$ cat src/design/cmhc_pkg.sv
`default_nettype none
// ----------------------------------------------------------------------------
// cmhc_pkg
// Shared types, constants and tables for the calibrated compass heading block.
// ----------------------------------------------------------------------------
package cmhc_pkg;

    localparam int DATA_W           = 16;
    localparam int FRAC_SHIFT       = 12;
    localparam int DIV_BITS         = DATA_W + FRAC_SHIFT;
    localparam int CORDIC_STEPS_DEF = 16;
    localparam int ATAN_ENTRIES     = 24;
    localparam int X_W              = 28;
    localparam int ANG_W            = 21;
    localparam int PI_Q16           = 205887;
    localparam int TWO_PI_Q13       = 51472;
    localparam int SB_W             = 3 * DATA_W + 1;

    // configuration register indexes
    localparam logic [2:0] REG_MIN_X     = 3'd0;
    localparam logic [2:0] REG_MAX_X     = 3'd1;
    localparam logic [2:0] REG_MIN_Y     = 3'd2;
    localparam logic [2:0] REG_MAX_Y     = 3'd3;
    localparam logic [2:0] REG_MIN_Z     = 3'd4;
    localparam logic [2:0] REG_MAX_Z     = 3'd5;
    localparam logic [2:0] REG_DECL      = 3'd6;
    localparam logic [2:0] REG_AXIS_MODE = 3'd7;

    // vertical axis codes
    localparam logic [2:0] MODE_POS_X = 3'd0;
    localparam logic [2:0] MODE_NEG_X = 3'd1;
    localparam logic [2:0] MODE_POS_Y = 3'd2;
    localparam logic [2:0] MODE_NEG_Y = 3'd3;
    localparam logic [2:0] MODE_POS_Z = 3'd4;
    localparam logic [2:0] MODE_NEG_Z = 3'd5;
    localparam logic [2:0] MODE_NONE  = 3'd6;

    typedef struct packed {
        logic [DATA_W-1:0] half;
        logic              neg;
        logic              num_zero;
        logic              div_zero;
    } cmhc_div_ctl_t;

    // atan(2^-i) in Q.16 radians, rounded
    function automatic logic [16:0] atan_q16(input int unsigned i);
        logic [16:0] v;
        case (i)
            0:       v = 17'd51472;
            1:       v = 17'd30386;
            2:       v = 17'd16055;
            3:       v = 17'd8150;
            4:       v = 17'd4091;
            5:       v = 17'd2047;
            6:       v = 17'd1024;
            7:       v = 17'd512;
            8:       v = 17'd256;
            9:       v = 17'd128;
            10:      v = 17'd64;
            11:      v = 17'd32;
            12:      v = 17'd16;
            13:      v = 17'd8;
            14:      v = 17'd4;
            15:      v = 17'd2;
            16:      v = 17'd1;
            default: v = 17'd0;
        endcase
        return v;
    endfunction

endpackage
`default_nettype wire

$ cat src/design/cmhc_cordic.sv
`default_nettype none
// ----------------------------------------------------------------------------
// cmhc_cordic
// Pipelined vectoring CORDIC atan2: half-plane pre-rotation, then one
// micro-rotation per stage. Angle out in Q.16 radians.
// ----------------------------------------------------------------------------
module cmhc_cordic #(
    parameter int STEPS = cmhc_pkg::CORDIC_STEPS_DEF
) (
    input  wire logic                              aclk,
    input  wire logic                              aresetn,
    input  wire logic                              en,
    input  wire logic                              in_valid,
    input  wire logic signed [cmhc_pkg::DATA_W:0]  a1,
    input  wire logic signed [cmhc_pkg::DATA_W:0]  a2,
    output logic                                   out_valid,
    output logic signed [cmhc_pkg::ANG_W-1:0]      ang
);
    import cmhc_pkg::*;

    logic signed [X_W-1:0]   ax;
    logic signed [X_W-1:0]   ay;
    logic                    v_reg [0:STEPS];
    logic                    z_reg [0:STEPS];
    logic signed [X_W-1:0]   x_reg [0:STEPS];
    logic signed [X_W-1:0]   y_reg [0:STEPS];
    logic signed [ANG_W-1:0] a_reg [0:STEPS];

    always_comb begin
        ax = {{(X_W-DATA_W-9){a1[DATA_W]}}, a1, 8'b0};
        ay = {{(X_W-DATA_W-9){a2[DATA_W]}}, a2, 8'b0};
    end

    always_ff @(posedge aclk) begin
        if (!aresetn) begin
            for (int k = 0; k <= STEPS; k++) begin
                v_reg[k] <= 1'b0;
            end
        end else if (en) begin
            v_reg[0] <= in_valid;
            for (int k = 0; k < STEPS; k++) begin
                v_reg[k+1] <= v_reg[k];
            end
        end
    end

    // left half plane folds over by pi
    always_ff @(posedge aclk) begin
        if (en) begin
            z_reg[0] <= (a1 == '0) && (a2 == '0);
            if (ax < 0) begin
                x_reg[0] <= -ax;
                y_reg[0] <= -ay;
                a_reg[0] <= (ay >= 0) ? ANG_W'(PI_Q16) : -ANG_W'(PI_Q16);
            end else begin
                x_reg[0] <= ax;
                y_reg[0] <= ay;
                a_reg[0] <= '0;
            end
        end
    end

    for (genvar i = 0; i < STEPS; i++) begin : g_step
        logic signed [X_W-1:0]   xs;
        logic signed [X_W-1:0]   ys;
        logic signed [ANG_W-1:0] step;
        always_comb begin
            xs   = x_reg[i] >>> i;
            ys   = y_reg[i] >>> i;
            step = ANG_W'(atan_q16(i));
        end
        always_ff @(posedge aclk) begin
            if (en) begin
                z_reg[i+1] <= z_reg[i];
                if (y_reg[i] >= 0) begin
                    x_reg[i+1] <= x_reg[i] + ys;
                    y_reg[i+1] <= y_reg[i] - xs;
                    a_reg[i+1] <= a_reg[i] + step;
                end else begin
                    x_reg[i+1] <= x_reg[i] - ys;
                    y_reg[i+1] <= y_reg[i] + xs;
                    a_reg[i+1] <= a_reg[i] - step;
                end
            end
        end
    end

    assign out_valid = v_reg[STEPS];
    assign ang       = z_reg[STEPS] ? '0 : a_reg[STEPS];

endmodule
`default_nettype wire

$ cat config.mk
export PLATFORM = sky130hd
export DESIGN_NAME = cmhc_cordic
export DESIGN_NICKNAME = d
export VERILOG_FILES = /design/src/design/cmhc_pkg.sv /design/src/design/cmhc_cordic.sv
export SDC_FILE = /design/constraint.sdc
export NUM_CORES = 2
export LEC_CHECK = 0
export ABC_CLOCK_PERIOD_IN_PS = 5920
export BUFFER_PORTS_ARGS = -buffer_cell sky130_fd_sc_hd__buf_4
export CAP_MARGIN = 20
export CORE_MARGIN = 2
export CORE_UTILIZATION = 30
export DETAILED_ROUTE_END_ITERATION = 12
export SKIP_CTS_REPAIR_TIMING = 1
export SLEW_MARGIN = 20
export SYNTH_ARGS = -nofsm -noshare
export SYNTH_HDL_FRONTEND = slang
export SYNTH_SLANG_ARGS = --single-unit
export TNS_END_PERCENT = 1
$ cat constraint.sdc
create_clock -name aclk -period 5.92 [get_ports aclk]
set_clock_uncertainty 0.1 [all_clocks]
set_input_delay 1.48 -clock aclk [delete_from_list [all_inputs] [get_ports aclk]]
set_output_delay 1.48 -clock aclk [all_outputs]
set_load 0.01 [all_outputs]
==> impl_metrics.py <==
metrics = {
    "synth": {
        "ys_async_sr_fraction_pct": 0,
        "synthFlopType": "edfxtp_1",
        "avgSynthCellArea_sq_um": 9.66,
        "netlist_area_sq_mm": 0.0902,
        "syn_inst": 9344,
        "synth_simple_gate_area_share_pct": 14.0,
        "synth_nets": 10349,
        "yosysWarningCount": 0,
        "synthAdderAreaFrac_pct": 13.7,
        "yosysMostFrequentCell": "edfxtp_1",
        "synth-xor-area-share_pct": 13.2,
        "synth_cell_types": 95,
        "yosysTopAreaCell": "edfxtp_1",
        "synthMuxAreaShare_pct": 0.743,
        "synth_commonest_cells": "edfxtp_1, ha_1, xnor2_1",
        "synth_edf_count": 1133,
        "synth.area.top_cells": "edfxtp_1, ha_1, xnor2_1",
        "synth_top_family_by_area": "compound AO/OA/AOI/OAI gates",
        "synth_compound_area_share_pct": 18.0,
        "synth_top_area_share_pct": 37.7,
        "ys_seq_elements": 1133,
        "ys_seq_area_share_pct": 37.7,
    },
    "sta": {
        "fin_tns_setup_ps": 0,
        "period_minus_slack_ps": 5060,
        "slew_violations": 0,
        "fmax_ghz": 0.198,
        "worstMarginPinSlew_ps": 938,
        "finalSetupViolations": 0,
        "rsz0062_at_grt": "false",
        "max_slew_margin_pct": 36.9,
        "fin_crit_sh_pct": 85.5,
        "hold_viol_final": 0,
    },
    "hold_path": {
        "holdPathStages": 0,
        "worstHoldPathType": "register to register",
        "min_to": "a_reg[14][0]",
        "min-delay-start": "a_reg[13][0]",
    },
    "global_routing": {
        "grt_usage_pct": 13.9,
        "antenna_found_initial": 3,
        "grt_pass1_wl_microns": 353000,
        "grt_overflow": 0,
        "grt_max_degree": 133,
        "grt_pass1_vias": 65572,
    },
    "setup_path": {
        "critPathMaxStageDelay_ps": 680,
        "startpoint_type": "register",
        "reg2reg_to": "y_reg[7][27]",
        "r2r_cells": 16,
        "path_cells": "or3_1 -> or4_1 -> nor3b_1 -> a21oi_1 -> xor2_1 -> ha_1 -> and4_1 -> and3_1 -> o211ai_1 -> buf_4 -> nand4_1 -> a2111oi_0 -> buf_4 -> o31ai_1 -> a21oi_1 -> xnor2_1",
        "cp_top_family": "simple AND/OR/NAND/NOR gates",
        "crit_type": "register to register",
        "worst-path-buf-inv": 2,
        "critical_path_peak_fanout": 5,
        "worstPathArrival_ps": 5510,
        "endpoint_kind": "register",
        "rrSetupSlack_ps": 860,
        "crit_slowest_cell": "nor3b_1",
        "worstReg2RegStart": "x_reg[6][9]",
        "crit_required_ps": 6370,
    },
    "cells_and_area": {
        "nets": 10588,
        "drive_gt1_share_pct": 6.40,
        "antenna_cells": 0,
        "largest_reg_flops": 389,
        "area_delta_synth_final_pct": 12.2,
        "design_area_sq_mm": 0.101,
        "stdcell_count": 13634,
    },
    "routing": {
        "drtAntennaViolNets": 0,
        "drt_iter0_markers": 4965,
        "drc": 0,
        "drt_pass1_iterations": 6,
        "vias_per_cell": 5.06,
        "dr_total_vias": 68991,
        "routedWlPerCell_microns": 16.0,
        "totalWireLength_microns": 218000,
    },
    "status": {
        "status": "finished, final reports clean",
    },
    "clock_network": {
        "numCtsBuffers": 139,
        "clk_pin_slew_ps": 60,
        "clock-root-buffer": "clkbuf_16",
        "ctsLongestPathBuffers": 4,
        "insertion_delay_ps": 800,
        "cts_sinks": 1133,
        "tritoncts": "yes",
        "htree_levels": 4,
    },
    "place": {
        "port_buffers": 59,
        "placed_cell_area_sq_mm": 0.0967,
        "dp_hpwl_microns": 172000,
        "routabilityCongestion": 0.891,
        "dp.cells": 13400,
    },
    "die": {
        "core_sq_mm": 0.300,
        "die_y_microns": 552,
        "die_area_sq_mm": 0.305,
        "die_width_microns": 552,
        "rows": 201,
        "io_pins": 60,
        "start_util_pct": 30.1,
    },
    "run": {
        "drv_cap": 0,
    },
}
-- placed cells by master (no fill, tap or decap), drive strengths merged, types with 114 or more instances in the layout --
master and instances:
ha 935, nor2 774, a21o 266, o31ai 126
o21ai 552, nand3 180, nand2 620, xor2 434
nand2b 114, buf 302, xnor2 920, a21oi 832
edfxtp 1133, clkbuf 158, nor3 280, inv 426
-- routing by layer --
| layer | up-vias | track usage [%] | routed length, microns |
|---|---|---|---|
| met2 | 1176 | 23.2 | 101000 |
| met5 | - | 0 | 0 |
| met1 | 32520 | 19.2 | 105000 |
| met3 | 282 | 1.58 | 8020 |
| li1 | 35013 | - | - |
| met4 | 0 | 3.10 | 4730 |
-- worst reg2reg max path, delay by kind of cell, from the launching register on --
kind | cells | cell delay, ps
fa+ha+maj | 1 | 330
xor+xnor | 2 | 250
flops | 1 | 500
compound gates | 5 | 1020
buf+inv | 2 | 360
simple gates | 6 | 2270
-- how the worst max path moves through the flow --
stage             startpoint            end  slack (ps)  depth (start not counted)
3_5_place_dp              en   y_reg[5][25]         150                         19
3_3_place_gp              en   y_reg[2][27]         200                         17
6_report         x_reg[6][9]   y_reg[7][27]         860                         16
4_1_cts          x_reg[6][9]   y_reg[7][27]         860                         16
2_1_floorplan             en   y_reg[8][26]         -20                         19
5_1_grt        y_reg[11][14]  x_reg[12][26]         440                         17
-- cell type report --
class	count	area, sq um
Timing Repair Buffer	302	2310
Tap cell	3958	4950
Clock buffer	158	3680
Inverter	427	1600
Fill cell	30451	198000
Multi-Input combinational cell	7580	53800
Clock inverter	76	821
Sequential cell	1133	34000
-- cells by family (layout without fill, tap and decap cells) --
group	after synthesis	in the layout
compound gates	2561	2561
buf+inv	631	963
simple gates	2627	2627
mux	65	65
fa+ha+maj	973	973
xor+xnor	1354	1354
flops	1133	1133
-- through the flow --
stage	utilization (%)	setup slack [ps]	hold WS (ps)
6_report	33.8	858	310
5_1_grt	33.8	437	315
4_1_cts	33.8	861	309
3_5_place_dp	32.3	155	305
3_3_place_gp	32.3	197	301
2_1_floorplan	-	-20.3	300
Power is left out: the tool's default activity adds up to more than one toggle a clock period on the data nets, which glitch-free logic cannot reach.
