--- src/design/cmhc_pkg.sv ---
`default_nettype none
// ----------------------------------------------------------------------------
// cmhc_pkg
// Shared types, constants and tables for the calibrated compass heading block.
// ----------------------------------------------------------------------------
package cmhc_pkg;

    localparam int DATA_W           = 16;
    localparam int FRAC_SHIFT       = 12;
    localparam int DIV_BITS         = DATA_W + FRAC_SHIFT;
    localparam int CORDIC_STEPS_DEF = 16;
    localparam int ATAN_ENTRIES     = 24;
    localparam int X_W              = 28;
    localparam int ANG_W            = 21;
    localparam int PI_Q16           = 205887;
    localparam int TWO_PI_Q13       = 51472;
    localparam int SB_W             = 3 * DATA_W + 1;

    // configuration register indexes
    localparam logic [2:0] REG_MIN_X     = 3'd0;
    localparam logic [2:0] REG_MAX_X     = 3'd1;
    localparam logic [2:0] REG_MIN_Y     = 3'd2;
    localparam logic [2:0] REG_MAX_Y     = 3'd3;
    localparam logic [2:0] REG_MIN_Z     = 3'd4;
    localparam logic [2:0] REG_MAX_Z     = 3'd5;
    localparam logic [2:0] REG_DECL      = 3'd6;
    localparam logic [2:0] REG_AXIS_MODE = 3'd7;

    // vertical axis codes
    localparam logic [2:0] MODE_POS_X = 3'd0;
    localparam logic [2:0] MODE_NEG_X = 3'd1;
    localparam logic [2:0] MODE_POS_Y = 3'd2;
    localparam logic [2:0] MODE_NEG_Y = 3'd3;
    localparam logic [2:0] MODE_POS_Z = 3'd4;
    localparam logic [2:0] MODE_NEG_Z = 3'd5;
    localparam logic [2:0] MODE_NONE  = 3'd6;

    typedef struct packed {
        logic [DATA_W-1:0] half;
        logic              neg;
        logic              num_zero;
        logic              div_zero;
    } cmhc_div_ctl_t;

    // atan(2^-i) in Q.16 radians, rounded
    function automatic logic [16:0] atan_q16(input int unsigned i);
        logic [16:0] v;
        case (i)
            0:       v = 17'd51472;
            1:       v = 17'd30386;
            2:       v = 17'd16055;
            3:       v = 17'd8150;
            4:       v = 17'd4091;
            5:       v = 17'd2047;
            6:       v = 17'd1024;
            7:       v = 17'd512;
            8:       v = 17'd256;
            9:       v = 17'd128;
            10:      v = 17'd64;
            11:      v = 17'd32;
            12:      v = 17'd16;
            13:      v = 17'd8;
            14:      v = 17'd4;
            15:      v = 17'd2;
            16:      v = 17'd1;
            default: v = 17'd0;
        endcase
        return v;
    endfunction

endpackage
`default_nettype wire

--- src/design/cmhc_lane.sv ---
`default_nettype none
// ----------------------------------------------------------------------------
// cmhc_lane
// One axis lane: hard-iron offset removal and pipelined restoring divide by
// the half range, one quotient bit per stage, then sign and saturation.
// ----------------------------------------------------------------------------
module cmhc_lane (
    input  wire logic                           aclk,
    input  wire logic                           aresetn,
    input  wire logic                           en,
    input  wire logic                           in_valid,
    input  wire logic signed [cmhc_pkg::DATA_W-1:0] raw,
    input  wire logic signed [cmhc_pkg::DATA_W-1:0] lo,
    input  wire logic signed [cmhc_pkg::DATA_W-1:0] hi,
    output logic                                out_valid,
    output logic signed [cmhc_pkg::DATA_W-1:0]  scaled,
    output logic                                div_err
);
    import cmhc_pkg::*;

    logic signed [DATA_W:0]   sum_c;
    logic signed [DATA_W:0]   centre;
    logic signed [DATA_W+1:0] diff;
    logic [DATA_W:0]          abs_lo;
    logic [DATA_W:0]          abs_hi;
    logic [DATA_W:0]          sum_h;
    logic [DATA_W+1:0]        mag_w;

    logic                v_reg   [0:DIV_BITS+1];
    logic [DATA_W-1:0]   r_reg   [0:DIV_BITS];
    logic [DIV_BITS-1:0] w_reg   [0:DIV_BITS];
    cmhc_div_ctl_t       ctl_reg [0:DIV_BITS];
    logic signed [DATA_W-1:0] scaled_reg;
    logic                     err_reg;
    logic signed [DATA_W-1:0] scaled_next;

    always_comb begin
        sum_c  = {lo[DATA_W-1], lo} + {hi[DATA_W-1], hi};
        // halve toward zero
        centre = $signed(sum_c + {{DATA_W{1'b0}}, sum_c[DATA_W]}) >>> 1;
        diff   = {{2{raw[DATA_W-1]}}, raw} - {centre[DATA_W], centre};
        abs_lo = lo[DATA_W-1] ? -{lo[DATA_W-1], lo} : {1'b0, lo};
        abs_hi = hi[DATA_W-1] ? -{hi[DATA_W-1], hi} : {1'b0, hi};
        sum_h  = abs_lo + abs_hi;
        mag_w  = diff[DATA_W+1] ? -diff : diff;
    end

    always_ff @(posedge aclk) begin
        if (!aresetn) begin
            for (int k = 0; k <= DIV_BITS + 1; k++) begin
                v_reg[k] <= 1'b0;
            end
        end else if (en) begin
            v_reg[0] <= in_valid;
            for (int k = 0; k <= DIV_BITS; k++) begin
                v_reg[k+1] <= v_reg[k];
            end
        end
    end

    always_ff @(posedge aclk) begin
        if (en) begin
            r_reg[0]            <= '0;
            w_reg[0]            <= {mag_w[DATA_W-1:0], {FRAC_SHIFT{1'b0}}};
            ctl_reg[0].half     <= sum_h[DATA_W:1];
            ctl_reg[0].neg      <= diff[DATA_W+1];
            ctl_reg[0].num_zero <= (diff == '0);
            ctl_reg[0].div_zero <= (sum_h[DATA_W:1] == '0);
        end
    end

    for (genvar k = 0; k < DIV_BITS; k++) begin : g_div
        logic [DATA_W-1:0] trial;
        logic              take;
        always_comb begin
            trial = {r_reg[k][DATA_W-2:0], w_reg[k][DIV_BITS-1]};
            take  = (trial >= ctl_reg[k].half);
        end
        always_ff @(posedge aclk) begin
            if (en) begin
                r_reg[k+1]   <= take ? trial - ctl_reg[k].half : trial;
                w_reg[k+1]   <= {w_reg[k][DIV_BITS-2:0], take};
                ctl_reg[k+1] <= ctl_reg[k];
            end
        end
    end

    always_comb begin
        if (ctl_reg[DIV_BITS].div_zero) begin
            if (ctl_reg[DIV_BITS].neg) begin
                scaled_next = 16'sh8000;
            end else if (ctl_reg[DIV_BITS].num_zero) begin
                scaled_next = '0;
            end else begin
                scaled_next = 16'sh7FFF;
            end
        end else if (ctl_reg[DIV_BITS].neg) begin
            if (w_reg[DIV_BITS] > DIV_BITS'(32768)) begin
                scaled_next = 16'sh8000;
            end else begin
                scaled_next = DATA_W'(-w_reg[DIV_BITS]);
            end
        end else begin
            if (w_reg[DIV_BITS] > DIV_BITS'(32767)) begin
                scaled_next = 16'sh7FFF;
            end else begin
                scaled_next = w_reg[DIV_BITS][DATA_W-1:0];
            end
        end
    end

    always_ff @(posedge aclk) begin
        if (en) begin
            scaled_reg <= scaled_next;
            err_reg    <= ctl_reg[DIV_BITS].div_zero;
        end
    end

    assign out_valid = v_reg[DIV_BITS+1];
    assign scaled    = scaled_reg;
    assign div_err   = err_reg;

endmodule
`default_nettype wire

--- config.mk ---
export PLATFORM = sky130hd
export DESIGN_NAME = cmhc_lane
export DESIGN_NICKNAME = d
export VERILOG_FILES = /design/src/design/cmhc_pkg.sv /design/src/design/cmhc_lane.sv
export SDC_FILE = /design/constraint.sdc
export NUM_CORES = 2
export LEC_CHECK = 0
export ABC_AREA = 1
export BUFFER_PORTS_ARGS = -buffer_cell sky130_fd_sc_hd__buf_2
export CAP_MARGIN = 20
export CORE_MARGIN = 8
export CORE_UTILIZATION = 55
export DETAILED_ROUTE_END_ITERATION = 8
export PLACE_DENSITY_LB_ADDON = 0.12
export REMOVE_ABC_BUFFERS = 1
export SYNTH_ARGS = -nofsm -noshare
export SYNTH_HDL_FRONTEND = slang
export SYNTH_SLANG_ARGS = --single-unit
--- constraint.sdc ---
create_clock -name aclk -period 6.5 [get_ports aclk]
set_clock_uncertainty 0.2 [all_clocks]
set_input_delay 0.975 -clock aclk [delete_from_list [all_inputs] [get_ports aclk]]
set_output_delay 0.975 -clock aclk [all_outputs]
set_load 0.05 [all_outputs]
==> impl_table.tex <==
\begin{tabular}{lr}
\hline
Metric & Value \\
\hline
\multicolumn{2}{l}{\textbf{CTS}} \\
\quad Hold\_buf cts & 0 \\
\quad Clk Latency, worst-skew pair & $\sim$0.78 ns \\
\quad Number of buffers inserted during clock tree synthesis & 159 \\
\quad Clock-pin slew reported for the worst setup and hold paths after clock tree synthesis & 0.06 ns \\
\quad Post-CTS Setup Repair Bufs & 0 \\
\quad Num Clock Sinks & 1529 \\
\quad Post-CTS Resized & 0 \\
\quad Clock tree from TritonCTS & done \\
\quad Number of levels in the clock H-tree & 4 \\
\quad CTS max path bufs & 3 \\
\quad Buffer type at the clock tree root & sky130\_fd\_sc\_hd\_\_clkbuf\_16 \\
\multicolumn{2}{l}{\textbf{Floorplanning}} \\
\quad Horizontal die dimension & between 300 and 400 um \\
\quad CORE AREA & 0.136 mm\^{}2 \\
\quad Effective utilization at floorplan & $\sim$55\% \\
\quad Total die area & 0.149 mm\^{}2 \\
\quad Number of placement rows & 135 \\
\quad Die Y & 386 um \\
\quad Num ports & 70 \\
\multicolumn{2}{l}{\textbf{Power and ir drop}} \\
\quad Static power due to leakage & 0.0352 uW \\
\quad Total power per unit cell area & 428 mW/mm\^{}2 \\
\quad Power Total & 35500 uW \\
\quad Max IR drop VDD & 238 uV \\
\multicolumn{2}{l}{\textbf{Worst hold path}} \\
\quad Classification of the worst-slack hold path & reg2reg \\
\multicolumn{2}{l}{\textbf{Logic synthesis}} \\
\quad Cell count after synthesis & 6788 \\
\quad Most frequently used flop master after synthesis & sky130\_fd\_sc\_hd\_\_edfxtp\_1 \\
\quad Area contributors post-synth & sky130\_fd\_sc\_hd\_\_edfxtp\_1 61\%, sky130\_fd\_sc\_hd\_\_ha\_1 8.1\%, sky130\_fd\_sc\_hd\_\_nand2\_1 7.4\%, sky130\_fd\_sc\_hd\_\_inv\_1 4.5\%, sky130\_fd\_sc\_hd\_\_a21oi\_1 2.9\% \\
\quad Post-synth cell types & 54 \\
\quad Number of warnings printed during yosys synthesis & 0 \\
\quad Largest area contributor in the synthesized netlist & sky130\_fd\_sc\_hd\_\_edfxtp\_1 \\
\quad Post-synthesis sequential area ratio & 61.0\% \\
\quad Mean cell area of the mapped netlist & around 11 um\^{}2 \\
\quad Flop and latch count out of synthesis & 1529 \\
\quad Fraction of registers with async set or reset after synthesis & 0\% \\
\quad EDFF count, synth & roughly 1500 \\
\quad Proportion of netlist area held by the largest area contributor & 61.0\% \\
\quad Mapped cell area & between 0.07 and 0.08 mm\^{}2 \\
\multicolumn{2}{l}{\textbf{Timing}} \\
\quad Peak Freq & $\sim$200 MHz \\
\quad Final setup violation count & 0 \\
\quad Final Hold Fails & 0 \\
\quad Total negative slack & 0 ns \\
\quad Transition time at the pin with the least slew margin & 1.07 ns \\
\quad Share of the clock period used by the worst path after layout & 77.8\% \\
\quad Setup repair after global routing missed its margin & false \\
\quad Max Slew Vio Count & 0 \\
\quad Slew HR & between 20\% and 30\% \\
\quad Clock period minus final worst setup slack & $\sim$5 ns \\
\multicolumn{2}{l}{\textbf{Critical path}} \\
\quad Critical path start-end classification & in2reg \\
\quad Slowest stage cell, crit path & sky130\_fd\_sc\_hd\_\_fa\_1 \\
\quad Largest stage delay, worst path & 0.40 ns \\
\quad Startpoint type of the worst setup path & primary input \\
\quad Worst path required time & 6.84 ns \\
\quad Critical path peak fanout & 15 \\
\quad Worst path most repeated cell & sky130\_fd\_sc\_hd\_\_nand2\_1 \\
\quad Arrival time of data at the critical path endpoint & 5.40 ns \\
\quad Crit path capture type & flop \\
\multicolumn{2}{l}{\textbf{Placed design}} \\
\quad Placed cell count & 8601 \\
\quad Final weighted congestion in routability-driven placement & 0.888 \\
\quad Cell area after placement & 0.0776 mm\^{}2 \\
\quad DP Wirelength & 108000 um \\
\quad Number of buffer cells added on primary ports & 69 \\
\multicolumn{2}{l}{\textbf{Drt}} \\
\quad Total number of vias & 46800 \\
\quad TritonRoute pass-1 iters & 6 \\
\quad Final antenna-violating net count & 0 \\
\quad Post-DR vias/cell & 5.26 \\
\quad Routed WL per cell & 16.4 um \\
\quad Number of DRC markers in iteration 0 & 2657 \\
\quad Total wirelength of the detailed-routed design & 146000 um \\
\quad DR DRC count & 0 \\
\multicolumn{2}{l}{\textbf{Final layout}} \\
\quad Synthesis-to-layout area growth & 10.2\% \\
\quad Number of filler cells placed in the layout & 11000 \\
\quad Layout cells sized above 1 & 6.89\% \\
\quad Fin area & 0.0829 mm\^{}2 \\
\quad Flip-flop count of the largest register, all copies and words added & 542 \\
\quad Cell Count, Final, Fillers Out & 8897 \\
\quad Total Nets Final & 7548 \\
\multicolumn{2}{l}{\textbf{GRT}} \\
\quad First-pass GRT wire length & 235000 um \\
\quad GRT overflow & 0 \\
\quad Total routing resource utilization after global routing & between 10\% and 20\% \\
\quad Pin count of the biggest net entering global routing & 191 \\
\quad Number of antenna violations at the first check in global routing & 8 \\
\quad Via count of the first global-routing pass & 45700 \\
\multicolumn{2}{l}{\textbf{Run}} \\
\quad \# Max-Cap Violations & 0 \\
\multicolumn{2}{l}{\textbf{Outcome}} \\
\quad Status & finished, final reports clean \\
\hline
\end{tabular}
-- report_power, final --
group	internal, uW	switching (uW)	leakage (uW)
sequential	13500	1040	0.0151
clock	5360	3750	0.00256
combinational	4390	7410	0.0176
-- per-stage QoR --
| stage | worst slack, ns | util, % | hold WS, ns |
|---|---|---|---|
| 6_report | 1.44 | 61.1 | 0.213 |
| 5_1_grt | 0.863 | 61.1 | 0.219 |
| 4_1_cts | 1.45 | 61.1 | 0.212 |
| 3_5_place_dp | 0.570 | 57.2 | 0.205 |
| 3_3_place_gp | 0.590 | 57.2 | 0.200 |
| 2_1_floorplan | 1.26 | - | 0.200 |
-- logic make-up after synthesis --
family / count (synthesis) / synth area share [%]
DFF: 1529 / 61.0
buffers and inverters: 997 / 5.34
and+or+nand+nor: 2395 / 13.7
AOI/OAI and AO/OA: 1028 / 7.29
adders and majority gates: 514 / 8.84
xor gates and xnor gates: 325 / 3.79
-- layer usage --
| layer | vias up | GRT usage (%) | routed length [um] |
|---|---|---|---|
| met4 | 6 | 7.52 | 5310 |
| met1 | 21900 | 24.6 | 63000 |
| met2 | 783 | 34.0 | 72200 |
| met3 | 282 | 3.17 | 5450 |
| li1 | 23800 | - | - |
| met5 | - | 0 | 41 |
-- synth_stat cells, types with 40 or more instances --
cell,number
sky130_fd_sc_hd__nor2_1,291
sky130_fd_sc_hd__or2_2,40
sky130_fd_sc_hd__o21ai_1,108
sky130_fd_sc_hd__xor2_1,140
sky130_fd_sc_hd__nand3_1,315
sky130_fd_sc_hd__o21ai_0,348
sky130_fd_sc_hd__xnor2_1,184
sky130_fd_sc_hd__edfxtp_1,1528
sky130_fd_sc_hd__ha_1,485
sky130_fd_sc_hd__a21oi_1,442
sky130_fd_sc_hd__inv_1,904
sky130_fd_sc_hd__nor3_1,63
sky130_fd_sc_hd__nand2_1,1489
sky130_fd_sc_hd__nand4_1,52
-- final cells by class --
cell class / count / area (um^2) / area share (%)
timing repair buffer: 99 / 668 / 0.806
inverter: 931 / 3500 / 4.22
multi-input combinational: 4262 / 25300 / 30.5
antenna: 4 / 10.0 / 0.0121
clock inverter: 88 / 1090 / 1.31
clock buffer: 203 / 4220 / 5.09
tap: 1781 / 2230 / 2.69
sequential: 1529 / 45900 / 55.4
-- final timing paths --
kind	startpoint	end	slack, ns	cells past startpoint
worst max-delay path	hi[0]	w_reg[0][22]	1.44	39
worst min register to register	w_reg[2][170]	w_reg[2][199]	0.21	0
worst max register to register	w_reg[1][167]	r_reg[14][7]	3.28	10
worst min-delay path	w_reg[2][170]	w_reg[2][199]	0.21	0
-- worst max-delay path, delay by kind of cell --
family	cells	cell delay [ns]
simple gates	22	2.03
compound gates	2	0.35
xor+xnor	1	0.14
fa+ha+maj	4	1.08
buf+inv	10	0.78
-- cells in the final DEF (no fill, tap or decap), drive strengths merged, types with 2 or more instances in the layout --
master | synthesis | routed
edfxtp | 1528 | 1528
nor2 | 301 | 301
o21ai | 466 | 466
nor3 | 63 | 63
o21bai | 11 | 11
a21o | 23 | 23
nand4 | 53 | 53
or3 | 2 | 2
nand3 | 351 | 351
buf | 58 | 99
and2 | 3 | 3
diode | 0 | 4
clkbuf | 8 | 203
nand2 | 1511 | 1511
o31ai | 28 | 28
clkinvlp | 0 | 7
nand3b | 39 | 39
a31oi | 34 | 34
o211ai | 2 | 2
a221oi | 2 | 2
bufinv | 0 | 18
ha | 485 | 485
a21boi | 3 | 3
clkinv | 0 | 56
xnor2 | 184 | 184
or2 | 49 | 49
xor2 | 141 | 141
o21a | 3 | 3
inv | 931 | 938
nor4 | 23 | 23
fa | 29 | 29
a21oi | 453 | 453
No activity file was read; power rests on OpenSTA's default activity.
